File: config.mk
export PLATFORM = sky130hd
export DESIGN_NAME = pitch_gap_log_interpolator_unit
export DESIGN_NICKNAME = d
export VERILOG_FILES = /design/src/rtl/pgli_pkg.sv /design/src/rtl/pgli_log2.sv /design/src/rtl/pgli_datapath.sv /design/src/rtl/pgli_ctrl.sv /design/src/rtl/pitch_gap_log_interpolator_unit.sv
export VERILOG_INCLUDE_DIRS = /design/src /design/src/rtl
export SDC_FILE = /design/constraint.sdc
export NUM_CORES = 2
export LEC_CHECK = 0
export BUFFER_PORTS_ARGS = -buffer_cell sky130_fd_sc_hd__buf_4
export CAP_MARGIN = 20
export CORE_UTILIZATION = 52
export CTS_CLUSTER_SIZE = 16
export DETAILED_ROUTE_END_ITERATION = 12
export PLACE_DENSITY = 0.78
export SLEW_MARGIN = 20
export SYNTH_ARGS = -nofsm -noshare
export SYNTH_HDL_FRONTEND = slang
export SYNTH_SLANG_ARGS = --single-unit
File: constraint.sdc
create_clock -name clk -period 10.4 [get_ports clk]
set_input_delay 3.12 -clock clk [delete_from_list [all_inputs] [get_ports clk]]
set_output_delay 3.12 -clock clk [all_outputs]
set_load 0.02 [all_outputs]
File: src/rtl/pitch_gap_log_interpolator_unit_defines.svh
// Assertion macros for the pitch gap interpolator
`ifndef PITCH_GAP_LOG_INTERPOLATOR_UNIT_DEFINES_SVH
`define PITCH_GAP_LOG_INTERPOLATOR_UNIT_DEFINES_SVH
`ifndef SYNTH
`define PGLI_ASSERT_IMP(label, clk, rst_n, ante, cons) \
    label: assert property (@(posedge clk) disable iff (!rst_n) (ante) |-> (cons)) \
        else $error("assertion failed");
`define PGLI_ASSERT_NXT(label, clk, rst_n, ante, cons) \
    label: assert property (@(posedge clk) disable iff (!rst_n) (ante) |=> (cons)) \
        else $error("assertion failed");
`else
`define PGLI_ASSERT_IMP(label, clk, rst_n, ante, cons)
`define PGLI_ASSERT_NXT(label, clk, rst_n, ante, cons)
`endif
`endif

File: src/rtl/pgli_pkg.sv
package pgli_pkg;
    localparam int MAX_GAP = 63;
    localparam int GAP_W = 6;
    localparam int HZ_W = 16;
    localparam int LOG_W = 20;  // Q4.16 for raw 16-bit values

    typedef struct packed {
        logic           start;   // start one interpolation
        logic           load;    // start log of both ends
        logic [GAP_W-1:0] k;
    } dp_cmd_t;

    typedef struct packed {
        logic busy;
        logic done;
    } dp_stat_t;
endpackage

File: src/rtl/pgli_log2.sv
// Sequential log2 in Q4.16: one squaring per cycle.
module pgli_log2 (
    input  logic        clk,
    input  logic        rst_n,
    input  logic        start,
    input  logic [15:0] x,
    output logic        done,
    output logic [19:0] result
);
    import pgli_pkg::*;
    logic [16:0] m_reg, m_next;
    logic [15:0] frac_reg, frac_next;
    logic [3:0]  e_reg, e_next;
    logic [4:0]  cnt_reg, cnt_next;
    logic        busy_reg, busy_next;
    logic        done_reg, done_next;
    logic [3:0]  e_c;
    logic [33:0] sq;
    logic [17:0] ms;

    // priority encoder for the top bit
    always_comb
    begin
        e_c = 4'd0;
        for (int i = 0; i < 16; i++)
        begin
            if (x[i])
                e_c = 4'(i);
        end
    end

    assign sq = {17'd0, m_reg} * {17'd0, m_reg};
    assign ms = sq[33:16];

    always_comb
    begin
        m_next = m_reg;
        frac_next = frac_reg;
        e_next = e_reg;
        cnt_next = cnt_reg;
        busy_next = busy_reg;
        done_next = 1'b0;
        if (start)
        begin
            m_next = 17'(({1'b0, x, 16'd0}) >> e_c);
            e_next = e_c;
            frac_next = 16'd0;
            cnt_next = 5'd16;
            busy_next = (x != 16'd0);
            done_next = (x == 16'd0);
        end
        else if (busy_reg)
        begin
            if (ms >= 18'h20000)
            begin
                m_next = ms[17:1];
                frac_next = frac_reg | (16'd1 << (cnt_reg - 5'd1));
            end
            else
                m_next = ms[16:0];
            cnt_next = cnt_reg - 5'd1;
            if (cnt_reg == 5'd1)
            begin
                busy_next = 1'b0;
                done_next = 1'b1;
            end
        end
    end

    always_ff @(posedge clk or negedge rst_n)
    begin
        if (!rst_n)
        begin
            busy_reg <= 1'b0;
            done_reg <= 1'b0;
            cnt_reg <= 5'd0;
        end
        else
        begin
            busy_reg <= busy_next;
            done_reg <= done_next;
            cnt_reg <= cnt_next;
        end
    end

    always_ff @(posedge clk)
    begin
        m_reg <= m_next;
        frac_reg <= frac_next;
        e_reg <= e_next;
    end

    assign done = done_reg;
    assign result = (m_reg == 17'd0 && e_reg == 4'd0 && frac_reg == 16'd0) ?
                    20'd0 : {e_reg, frac_reg};
endmodule

File: src/rtl/pgli_datapath.sv
// Interpolation datapath: endpoint logs, weighted sum, restoring divide,
// bisection search of the inverse log, clamp.
module pgli_datapath (
    input  logic                 clk,
    input  logic                 rst_n,
    input  pgli_pkg::dp_cmd_t    cmd,
    input  logic [15:0]          a,
    input  logic [15:0]          b,
    input  logic [5:0]           g,
    output pgli_pkg::dp_stat_t   stat,
    output logic [15:0]          y
);
    import pgli_pkg::*;

    typedef enum logic [5:0] {
        D_IDLE = 6'b000001,
        D_LA   = 6'b000010,
        D_LB   = 6'b000100,
        D_DIV  = 6'b001000,
        D_SRCH = 6'b010000,
        D_WAIT = 6'b100000
    } dstate_t;

    dstate_t     st_reg, st_next;
    logic        lg_start;
    logic [15:0] lg_x;
    logic        lg_done;
    logic [19:0] lg_res;
    logic [19:0] la_reg, la_next, lb_reg, lb_next;
    logic [26:0] num_reg, num_next;     // weighted sum
    logic [26:0] rem_reg, rem_next;
    logic [20:0] q_reg, q_next;         // quotient v
    logic [4:0]  cnt_reg, cnt_next;
    logic [15:0] lo_reg, lo_next, hi_reg, hi_next, mid_reg, mid_next;
    logic [15:0] y_reg, y_next;
    logic        done_reg, done_next;
    logic [6:0]  d;
    logic [26:0] wsum;
    logic [27:0] trial;
    logic [15:0] mn, mx, midc;

    pgli_log2 u_log (
        .clk    (clk),
        .rst_n  (rst_n),
        .start  (lg_start),
        .x      (lg_x),
        .done   (lg_done),
        .result (lg_res)
    );

    assign d = {1'b0, g} + 7'd1;
    assign mn = (a < b) ? a : b;
    assign mx = (a < b) ? b : a;
    assign midc = 16'((({1'b0, lo_reg} + {1'b0, hi_reg} + 17'd1)) >> 1);
    assign wsum = 27'(la_reg * (d - {1'b0, cmd.k})) + 27'(lb_reg * {1'b0, cmd.k})
                  + 27'(d >> 1);
    assign trial = {rem_reg, num_reg[26]} - {21'd0, d};

    always_comb
    begin
        st_next = st_reg;
        la_next = la_reg;
        lb_next = lb_reg;
        num_next = num_reg;
        rem_next = rem_reg;
        q_next = q_reg;
        cnt_next = cnt_reg;
        lo_next = lo_reg;
        hi_next = hi_reg;
        mid_next = mid_reg;
        y_next = y_reg;
        done_next = 1'b0;
        lg_start = 1'b0;
        lg_x = a;
        case (st_reg)
            D_IDLE:
            begin
                if (cmd.load)
                begin
                    lg_start = 1'b1;
                    lg_x = a;
                    st_next = D_LA;
                end
                else if (cmd.start)
                begin
                    num_next = wsum;
                    rem_next = 27'd0;
                    cnt_next = 5'd27 - 5'd1;
                    q_next = 21'd0;
                    st_next = D_DIV;
                end
            end
            D_LA:
            begin
                if (lg_done)
                begin
                    la_next = lg_res;
                    lg_start = 1'b1;
                    lg_x = b;
                    st_next = D_LB;
                end
            end
            D_LB:
            begin
                if (lg_done)
                begin
                    lb_next = lg_res;
                    done_next = 1'b1;
                    st_next = D_IDLE;
                end
            end
            D_DIV:
            begin
                // one quotient bit a cycle
                if (!trial[27])
                begin
                    rem_next = trial[26:0];
                    q_next = {q_reg[19:0], 1'b1};
                end
                else
                begin
                    rem_next = {rem_reg[25:0], num_reg[26]};
                    q_next = {q_reg[19:0], 1'b0};
                end
                num_next = {num_reg[25:0], 1'b0};
                cnt_next = cnt_reg - 5'd1;
                if (cnt_reg == 5'd0)
                begin
                    lo_next = 16'd1;
                    hi_next = 16'hFFFF;
                    st_next = D_SRCH;
                end
            end
            D_SRCH:
            begin
                if (lo_reg < hi_reg)
                begin
                    mid_next = midc;
                    lg_start = 1'b1;
                    lg_x = midc;
                    st_next = D_WAIT;
                end
                else
                begin
                    y_next = (lo_reg < mn) ? mn : ((lo_reg > mx) ? mx : lo_reg);
                    done_next = 1'b1;
                    st_next = D_IDLE;
                end
            end
            D_WAIT:
            begin
                lg_x = mid_reg;
                if (lg_done)
                begin
                    if ({1'b0, lg_res} <= q_reg)
                        lo_next = mid_reg;
                    else
                        hi_next = mid_reg - 16'd1;
                    st_next = D_SRCH;
                end
            end
            default: st_next = D_IDLE;
        endcase
    end

    always_ff @(posedge clk or negedge rst_n)
    begin
        if (!rst_n)
        begin
            st_reg <= D_IDLE;
            done_reg <= 1'b0;
            cnt_reg <= 5'd0;
        end
        else
        begin
            st_reg <= st_next;
            done_reg <= done_next;
            cnt_reg <= cnt_next;
        end
    end

    always_ff @(posedge clk)
    begin
        la_reg <= la_next;
        lb_reg <= lb_next;
        num_reg <= num_next;
        rem_reg <= rem_next;
        q_reg <= q_next;
        lo_reg <= lo_next;
        hi_reg <= hi_next;
        mid_reg <= mid_next;
        y_reg <= y_next;
    end

    assign stat.busy = (st_reg != D_IDLE);
    assign stat.done = done_reg;
    assign y = y_reg;
endmodule

File: src/rtl/pgli_ctrl.sv
// Frame controller: voicing, gap count, release sequencing, output register.
`include "pitch_gap_log_interpolator_unit_defines.svh"
module pgli_ctrl (
    input  logic               clk,
    input  logic               rst_n,
    input  logic               use_mask_wr,
    input  logic               use_mask_data,
    input  logic               in_valid,
    output logic               in_ready,
    input  logic [15:0]        pitch_hz,
    input  logic               voiced_bit,
    input  logic               curve_end,
    output logic               out_valid,
    input  logic               out_ready,
    output logic [15:0]        filled_hz,
    output logic               run_last,
    output logic               gap_overflow,
    output pgli_pkg::dp_cmd_t  cmd,
    input  pgli_pkg::dp_stat_t stat,
    input  logic [15:0]        dp_y,
    output logic [15:0]        dp_a,
    output logic [15:0]        dp_b,
    output logic [5:0]         dp_g
);
    import pgli_pkg::*;

    typedef enum logic [6:0] {
        S_IDLE  = 7'b0000001,
        S_OVF   = 7'b0000010,  // emit overflow frame
        S_TRAIL = 7'b0000100,  // emit held frames at curve end
        S_LOAD  = 7'b0001000,  // endpoint logs
        S_INTP  = 7'b0010000,  // one gap frame
        S_GAPO  = 7'b0100000,  // emit gap frame
        S_VOIC  = 7'b1000000   // emit voiced frame
    } state_t;

    state_t      st_reg, st_next;
    logic        use_mask_reg;
    logic [15:0] held_reg, held_next;
    logic        have_reg, have_next;
    logic [5:0]  gap_reg, gap_next;
    logic [5:0]  k_reg, k_next;
    logic [15:0] p_reg, p_next;
    logic        end_reg, end_next;
    logic        ov_valid_reg, ov_valid_next;
    logic [15:0] o_hz_reg, o_hz_next;
    logic        o_last_reg, o_last_next, o_ovf_reg, o_ovf_next;
    logic        o_free, accept, voiced;
    logic [15:0] hv;
    logic        started_reg, started_next;

    assign o_free = !ov_valid_reg || out_ready;
    assign in_ready = (st_reg == S_IDLE);
    assign accept = in_valid && in_ready;
    assign voiced = (pitch_hz != 16'd0) && (!use_mask_reg || voiced_bit);
    assign hv = have_reg ? held_reg : 16'd0;

    always_comb
    begin
        st_next = st_reg;
        held_next = held_reg;
        have_next = have_reg;
        gap_next = gap_reg;
        k_next = k_reg;
        p_next = p_reg;
        end_next = end_reg;
        started_next = 1'b0;
        ov_valid_next = ov_valid_reg && !out_ready;
        o_hz_next = o_hz_reg;
        o_last_next = o_last_reg;
        o_ovf_next = o_ovf_reg;
        cmd.start = 1'b0;
        cmd.load = 1'b0;
        cmd.k = k_reg;
        case (st_reg)
            S_IDLE:
            begin
                if (accept)
                begin
                    p_next = pitch_hz;
                    end_next = curve_end;
                    k_next = 6'd1;
                    if (voiced)
                    begin
                        if (gap_reg != 6'd0 && have_reg)
                            st_next = S_LOAD;
                        else
                            st_next = (gap_reg != 6'd0) ? S_GAPO : S_VOIC;
                    end
                    else
                    begin
                        if (gap_reg < 6'(MAX_GAP))
                            gap_next = gap_reg + 6'd1;
                        if (gap_reg >= 6'(MAX_GAP))
                            st_next = S_OVF;
                        else if (curve_end)
                            st_next = S_TRAIL;
                        else
                            st_next = S_IDLE;
                        k_next = 6'd0;
                    end
                end
            end
            S_OVF:
            begin
                if (o_free)
                begin
                    ov_valid_next = 1'b1;
                    o_hz_next = hv;
                    o_ovf_next = 1'b1;
                    o_last_next = !end_reg;
                    st_next = end_reg ? S_TRAIL : S_IDLE;
                end
            end
            S_TRAIL:
            begin
                if (o_free)
                begin
                    ov_valid_next = 1'b1;
                    o_hz_next = hv;
                    o_ovf_next = 1'b0;
                    o_last_next = (k_reg + 6'd1 == gap_reg);
                    k_next = k_reg + 6'd1;
                    if (k_reg + 6'd1 == gap_reg)
                    begin
                        st_next = S_IDLE;
                        gap_next = 6'd0;
                        have_next = 1'b0;
                        held_next = 16'd0;
                    end
                end
            end
            S_LOAD:
            begin
                if (!started_reg && !stat.busy)
                begin
                    cmd.load = 1'b1;
                    started_next = 1'b1;
                end
                if (stat.done)
                    st_next = S_INTP;
            end
            S_INTP:
            begin
                if (!started_reg && !stat.busy && !stat.done)
                begin
                    cmd.start = 1'b1;
                    started_next = 1'b1;
                end
                if (stat.done)
                    st_next = S_GAPO;
            end
            S_GAPO:
            begin
                if (o_free)
                begin
                    ov_valid_next = 1'b1;
                    o_hz_next = have_reg ? dp_y : p_reg;
                    o_ovf_next = 1'b0;
                    o_last_next = 1'b0;
                    k_next = k_reg + 6'd1;
                    if (k_reg == gap_reg)
                        st_next = S_VOIC;
                    else
                        st_next = have_reg ? S_INTP : S_GAPO;
                end
            end
            S_VOIC:
            begin
                if (o_free)
                begin
                    ov_valid_next = 1'b1;
                    o_hz_next = p_reg;
                    o_ovf_next = 1'b0;
                    o_last_next = 1'b1;
                    gap_next = 6'd0;
                    held_next = end_reg ? 16'd0 : p_reg;
                    have_next = !end_reg;
                    st_next = S_IDLE;
                end
            end
            default: st_next = S_IDLE;
        endcase
        // unvoiced curve end with nothing waiting never happens: gap >= 1
        if (st_reg == S_IDLE && accept && !voiced && curve_end &&
            gap_reg >= 6'(MAX_GAP))
            k_next = 6'd0;
    end

    always_ff @(posedge clk or negedge rst_n)
    begin
        if (!rst_n)
        begin
            st_reg <= S_IDLE;
            use_mask_reg <= 1'b1;
            held_reg <= 16'd0;
            have_reg <= 1'b0;
            gap_reg <= 6'd0;
            ov_valid_reg <= 1'b0;
            started_reg <= 1'b0;
        end
        else
        begin
            st_reg <= st_next;
            if (use_mask_wr)
                use_mask_reg <= use_mask_data;
            held_reg <= held_next;
            have_reg <= have_next;
            gap_reg <= gap_next;
            ov_valid_reg <= ov_valid_next;
            started_reg <= started_next || (started_reg && !stat.done);
        end
    end

    always_ff @(posedge clk)
    begin
        k_reg <= k_next;
        p_reg <= p_next;
        end_reg <= end_next;
        o_hz_reg <= o_hz_next;
        o_last_reg <= o_last_next;
        o_ovf_reg <= o_ovf_next;
    end

    assign out_valid = ov_valid_reg;
    assign filled_hz = o_hz_reg;
    assign run_last = o_last_reg;
    assign gap_overflow = o_ovf_reg;
    assign dp_a = held_reg;
    assign dp_b = p_reg;
    assign dp_g = gap_reg;

    `PGLI_ASSERT_IMP(a_gap_max, clk, rst_n, 1'b1, gap_reg <= 6'(MAX_GAP))
    `PGLI_ASSERT_NXT(a_out_hold, clk, rst_n, out_valid && !out_ready,
        out_valid && $stable(filled_hz))
    `PGLI_ASSERT_IMP(a_ready_idle, clk, rst_n, in_ready, !stat.busy)
endmodule

File: src/rtl/pitch_gap_log_interpolator_unit.sv
// Pitch gap filler: voiced frames pass through; unvoiced gaps are released
// when they close, interpolated geometrically in the log2 domain between
// neighboring voiced frames. One result register feeds the output; the input
// is taken only between items. A voiced frame closing a gap of G frames with
// a held value first runs the two endpoint logs, then per gap frame a 27-step
// restoring divide and a bisection of up to 16 probes, each probe a serial
// log2 (one squaring a cycle) plus the compare. A gap with no held value
// takes the next voiced value; a trailing gap at curve end holds the held
// value or zero. Output stalls can hold every frame.
module pitch_gap_log_interpolator_unit (
    input  logic        clk,
    input  logic        rst_n,
    input  logic        use_mask_we,
    input  logic        use_mask_wdata,
    input  logic        in_valid,
    output logic        in_ready,
    input  logic [15:0] pitch_hz,
    input  logic        voiced_bit,
    input  logic        curve_end,
    output logic        out_valid,
    input  logic        out_ready,
    output logic [15:0] filled_hz,
    output logic        run_last,
    output logic        gap_overflow
);
    import pgli_pkg::*;
    dp_cmd_t     cmd;
    dp_stat_t    stat;
    logic [15:0] dp_y, dp_a, dp_b;
    logic [5:0]  dp_g;

    pgli_ctrl u_ctrl (
        .clk(clk), .rst_n(rst_n),
        .use_mask_wr(use_mask_we), .use_mask_data(use_mask_wdata),
        .in_valid(in_valid), .in_ready(in_ready),
        .pitch_hz(pitch_hz), .voiced_bit(voiced_bit), .curve_end(curve_end),
        .out_valid(out_valid), .out_ready(out_ready),
        .filled_hz(filled_hz), .run_last(run_last), .gap_overflow(gap_overflow),
        .cmd(cmd), .stat(stat), .dp_y(dp_y),
        .dp_a(dp_a), .dp_b(dp_b), .dp_g(dp_g)
    );

    pgli_datapath u_dp (
        .clk(clk), .rst_n(rst_n), .cmd(cmd),
        .a(dp_a), .b(dp_b), .g(dp_g), .stat(stat), .y(dp_y)
    );
endmodule

Word-level counts from Yosys, hierarchy flattened
Cells that the tools add are included.

storage, ports and cells
  output and inout bits = 20
  bits in registers = 309
  logic and storage cells = 284

cells by class
  shift operators = 2
  bitwise operators = 2
  equal/unequal tests = 39
  add/subtract/negate cells = 12
  multiply operators = 3
  $lt $le $gt $ge = 8
  muxes and demuxes = 125
  reductions and logical operators = 62

operators by type and width
  cell                                            count
  16-bit 2-to-1 mux                               21
  27-bit 2-to-1 mux                               5
  27-bit case mux with 2 select lines             2
  6-bit 2-to-1 mux                                16
  16-bit case mux with 2 select lines             3
  16-bit case mux with 3 select lines             2
  7-bit 2-to-1 mux                                13
  4-bit 2-to-1 mux                                13
  17-bit 2-to-1 mux                               3
  7-bit case mux with 7 select lines              1
  16-bit < comparator                             3
  21-bit 2-to-1 mux                               2
  21-bit case mux with 2 select lines             1
  6-bit case mux with 6 select lines              1
  17-bit by 17-bit multiplier with 34-bit output  1
  16-bit logical NOT                              2
  16-bit nonzero test                             2
  32-bit by 4-bit >> shifter with 17-bit output   1
  28-bit by 7-bit subtractor with 28-bit output   1
  27-bit by 26-bit adder with 27-bit output       1
  27-bit by 6-bit adder with 27-bit output        1
  20-bit by 27-bit multiplier with 27-bit output  1
  20-bit by 6-bit multiplier with 26-bit output   1
  1-bit 2-to-1 mux                                25
  63 further kinds                                131

Depth between registers and ports, before layout
  word-level depth = 21
  gate-level depth with buffers = 37

By module
From an unflattened synthesis, not the netlist that was laid out.

unflattened totals
  cell total of the unflattened synthesis = 3,686
  area total of the unflattened synthesis = 35,203.8 µm²

by module, submodules not included
  module         sequential area each (µm²)  times used  area an instance (µm²)  cells an instance
  pgli_datapath  5,676.7                     1           20,866.3                2,168
  pgli_log2      1,126.1                     1           10,805.4                1,221
  pgli_ctrl      1,999.4                     1           3,532.1                 297

Least setup slack after synthesis
No wires, ideal clock.

  path type = reg2reg
  from = register u_ctrl.gap_reg[1], in the netlist u_ctrl.dp_g[1]
  to = register u_dp.num_reg[25] (data pin)
  cell stages (with the launch flop) = 37
  period minus slack after synthesis = 9.072 ns
  path slack = 1.328 ns
  setup time = 0.267 ns
  arrival time = 8.805 ns
  path through = dfrtp_1 ha_1 xor2_1 ha_1 o21ai_0 nand2b_1 a21o_1 a21o_1 a211oi_1 clkbuf_1 clkbuf_1 nand2_1 fa_1 inv_1 fa_1 inv_1 fa_1 inv_1 ha_1 inv_1 fa_1 inv_1 fa_1 inv_1 fa_1 inv_1 ha_1 or2_2 a21oi_1 a31oi_1 a41o_1 o41ai_1 o21ai_0 or4_1 a31oi_1 xor2_1 o21ai_0

between the ends
  longest elaborated chain between the ends = 8

RTL lines
  item                                            line                  RTL
  from (decl)                                     pgli_ctrl.sv:41       logic [5:0] gap_reg, gap_next;
  from (signal assigned)                          pgli_ctrl.sv:209      gap_reg <= gap_next;
  6-bit by 1-bit adder with 7-bit output (*)      pgli_datapath.sv:51   assign d = {1'b0, g} + 7'd1;
  7-bit by 6-bit subtractor with 8-bit output     pgli_datapath.sv:55   assign wsum = 27'(la_reg * (d - {1'b0, cmd.k})) + 27'(lb_reg * {1'b0, cmd.k})
  20-bit by 27-bit multiplier with 27-bit output  pgli_datapath.sv:55
  27-bit by 26-bit adder with 27-bit output       pgli_datapath.sv:55
  27-bit by 6-bit adder with 27-bit output (*)    pgli_datapath.sv:56   + 27'(d >> 1);
  27-bit 2-to-1 mux (*)                           pgli_datapath.sv:84   else if (cmd.start)
  27-bit 2-to-1 mux (*)                           pgli_datapath.sv:78   if (cmd.load)
  27-bit case mux with 2 select lines (*)         pgli_datapath.sv:75   case (st_reg)
  via u_dp.num_next[25]                           pgli_datapath.sv:30   logic [26:0] num_reg, num_next;
  to (signal assigned)                            pgli_datapath.sv:186  num_reg <= num_next;
  to (decl)                                       pgli_datapath.sv:30

The timed path passes the listed nets; every way through them passes the cells marked *. The select of a mux whose other input is x is not followed.
A chain may end at the register's enable or synchronous reset.

Final worst setup path
Same ends and word-level chain as after synthesis.

==> key figures <==
Logic synthesis
  • Post-synthesis simple-gate area fraction: 14.2%
  • Xor/xnor share of the synthesized area: 2.96%
  • Number of enable flip-flop cells after synthesis: 235
  • Post-synthesis adder-cell area fraction: 38.2%
  • Register bit total from synthesis: 309
  • Async set-or-reset flop fraction in the synthesized netlist: 16.8%
  • Share of the synthesized area in the top cell type: 27.1%
  • Sequential area share after synthesis: 23.8%
  • Syn Nets: 4,670
  • Compound-Gate Fraction of Synth Area: 9.86%
  • Average cell area after synthesis: 9.67 um2
  • Mux share of post-synthesis cell area: 1.67%
  • Largest family of logic cells by synthesized area: adder cells
  • Mapped cell area: 36,900 um2
  • Synthesized netlist cell count: 3,820
  • Synth warn: 0
  • Post-synth top flop: edfxtp_1
  • Area contributors post-synth: fa_1 (27%), edfxtp_1 (19%), ha_1 (11%), inv_1 (7.5%), nand2_1 (3.8%)
  • Synth cell types: 100
  • Largest area contributor in the netlist: fa_1

Final layout
  • Layout cells sized above 1: 5.07%
  • Diodes inserted: 0
  • Synth-to-Final Area Change: 6.30%
  • Final nets: 4,633

Critical path
  • Reg2Reg Capture Point: u_dp.num_reg[25]
  • Worst setup SP type: flip-flop
  • RR Startpoint: u_ctrl.dp_g[1]
  • R2r worst-path depth: 35
  • Slowest cell on crit path: fa_1
  • Crit path kind: flip-flop to flip-flop
  • Critical path required time: 10,630 ps
  • WP data arrival: 10,100 ps
  • Crit path max fanout: 19
  • Largest stage delay on the critical path: 690 ps
  • Critical Path Sink Type: flip-flop
  • CP dominant cell by count: inv_1
  • Reg2Reg Setup Slack: 530 ps

Global routing
  • First-pass GRT wire length: 138 mm
  • Initial antenna violation count: 0
  • All-Layer GR Usage: 24.0%
  • Overflow after GRT: 0
  • Largest net degree at the start of global routing: 76
  • Number of global-route vias before repair: 27,100

Detailed routing
  • Drt total wl: 83.5 mm
  • Final ANT Viol Nets: 0
  • Initial DRC Count: 1,739
  • DRC viols: 0
  • DR vias/cell: 5.55
  • Pre-Repair DR Iteration Count: 5
  • Total number of vias: 26,400
  • Routed WL per cell: 17.6 um

Clock tree
  • TritonCTS clock tree: built
  • Longest Clk Path Bufs: 3
  • Post-CTS Hold Buffers: 0
  • Total CTS buffers: 35
  • Setup bufs post-CTS: 0
  • Clk Latency, worst-skew pair: 560 ps
  • Clock-pin slew on the worst setup and hold paths: 60 ps
  • Root buffer selected by CTS: clkbuf_16
  • CTS HTree Levels: 2
  • Resized Gates After CTS: 0
  • CTS sink count: 309

Hold path
  • Worst hold endpoint: u_dp.la_reg[14]
  • Worst hold path type: flip-flop to flip-flop
  • Worst hold start: u_dp.u_log.frac_reg[14]
  • Hold path cells: 0

Floorplanning
  • Initial Util: 52.6%
  • # IOs: 44
  • Die area: 72,100 um2
  • Die width: 268 um
  • Chip height: 268 um
  • Rows: 97
  • Floorplan Core Area: 70,100 um2

Timing
  • Hold Fails Final Rpt: 0
  • Setup TNS: 0 ps
  • Highest clock rate: 101 MHz
  • RSZ-0062 raised after global routing: false
  • Clock Skews: 31.8 ps
  • Final period util: 94.9%
  • Worst Tran Pin Value: 1040 ps
  • Slew margin rel.: 30.8%
  • Period minus WS final: 9870 ps
  • Final Setup Violations: 0
  • Fin. max-slew vios: 0

Run status
  • Outcome: complete, no violations

Placed design
  • I/O Buffers: 43
  • Placer Congestion: 0.931
  • HPWL Detailed: 65.4 mm

Flow run
  • Max cap viols: 0
==> worst max path at each step <==
stage                        start          endpoint  cells past startpoint
detailed placement  u_ctrl.dp_g[1]  u_dp.num_reg[25]                     35
CTS                 u_ctrl.dp_g[1]  u_dp.num_reg[25]                     35
finish              u_ctrl.dp_g[1]  u_dp.num_reg[25]                     35
global route        u_ctrl.dp_g[1]  u_dp.num_reg[25]                     35
floorplan           u_ctrl.dp_g[1]  u_dp.num_reg[25]                     36
global placement    u_ctrl.dp_g[1]  u_dp.num_reg[25]                     35
==> cells in the mapped netlist, types with 7 or more instances <==
cell type	instances
dfxtp_1	22
o31ai_1	9
a22o_1	49
a211oi_1	17
clkbuf_1	131
nand2_1	374
nor3b_1	7
nand4_1	16
nand3b_1	9
or3_1	19
buf_2	8
nand3_1	35
nor2b_1	50
nor3_1	55
o21a_1	18
a21oi_1	143
or4_1	8
o22ai_1	9
a21o_1	44
o21bai_1	8
a221oi_1	7
xnor2_1	79
fa_1	500
nor4_1	25
dfrtp_1	49
o211ai_1	23
a31oi_1	14
and2_1	164
a221o_1	8
ha_1	326
nand2b_1	40
or2_2	8
o21ai_0	96
nor2_1	219
and3_1	21
edfxtp_1	235
mux2i_1	41
mux2_2	16
inv_1	740
xor2_1	46
==> through the flow <==
step	util (%)	area (um2)	instances	setup slack [ps]	hold WS, ps
6_report	56.0	39300	4749	530	506
2_1_floorplan	-	36900	3820	1330	435
5_1_grt	56.0	39300	4749	55.3	518
3_5_place_dp	54.3	38100	4685	562	488
4_1_cts	55.9	39200	4748	542	503
3_3_place_gp	54.3	38100	4685	878	482
==> final cells by class <==
cell class | instances | area (um2)
Multi-Input combinational cell | 2616 | 24800
Sequential cell | 309 | 8800
Clock buffer | 40 | 915
Fill cell | 6092 | 30900
Clock inverter | 23 | 226
Timing Repair Buffer | 75 | 583
Tap cell | 940 | 1180
Inverter | 746 | 2800
==> cells by family (layout without fill, tap and decap cells) <==
kind of cell	count (synthesis)	count (layout)
DFF	309	309
and+or+nand+nor	1074	1074
muxes	58	58
adders and majority gates	826	826
buffers and inverters	895	884
xor gates and xnor gates	125	125
AOI/OAI and AO/OA	533	533
==> worst max-delay path: cells and delay by family, from the launching register on <==
| family | cells | cell delay, ps |
|---|---|---|
| XOR/XNOR | 2 | 520 |
| adder cells (fa/ha/maj) | 10 | 4440 |
| flip-flops | 1 | 470 |
| buffers and inverters | 8 | 740 |
| AND/OR/NAND/NOR | 4 | 1010 |
| AO/OA/AOI/OAI | 11 | 2380 |
==> placed cells by master (no fill, tap or decap), types with 40 or more instances in the layout <==
cell type and instances:
o21ai_0 96, a22o_1 49, ha_1 326, edfxtp_1 235, dfrtp_1 49, xor2_1 46
nor2b_1 50, fa_1 500, a21oi_1 142, nand2_1 373, nor3_1 51, inv_1 740
xnor2_1 79, nand2b_1 40, a21o_1 44, buf_4 74, mux2i_1 41, nor2_1 219
and2_1 164
==> metal layers <==
metal	up-vias	share of wire (%)	GRT usage (%)
met4	0	3.2	8.23
met5	-	0	0
met3	161	6.2	2.74
met1	13000	43	32.3
li1	12300	-	-
met2	852	48	40.2
Power is left out: the tool's default activity adds up to more than one toggle a clock period on the data nets, which glitch-free logic cannot reach.
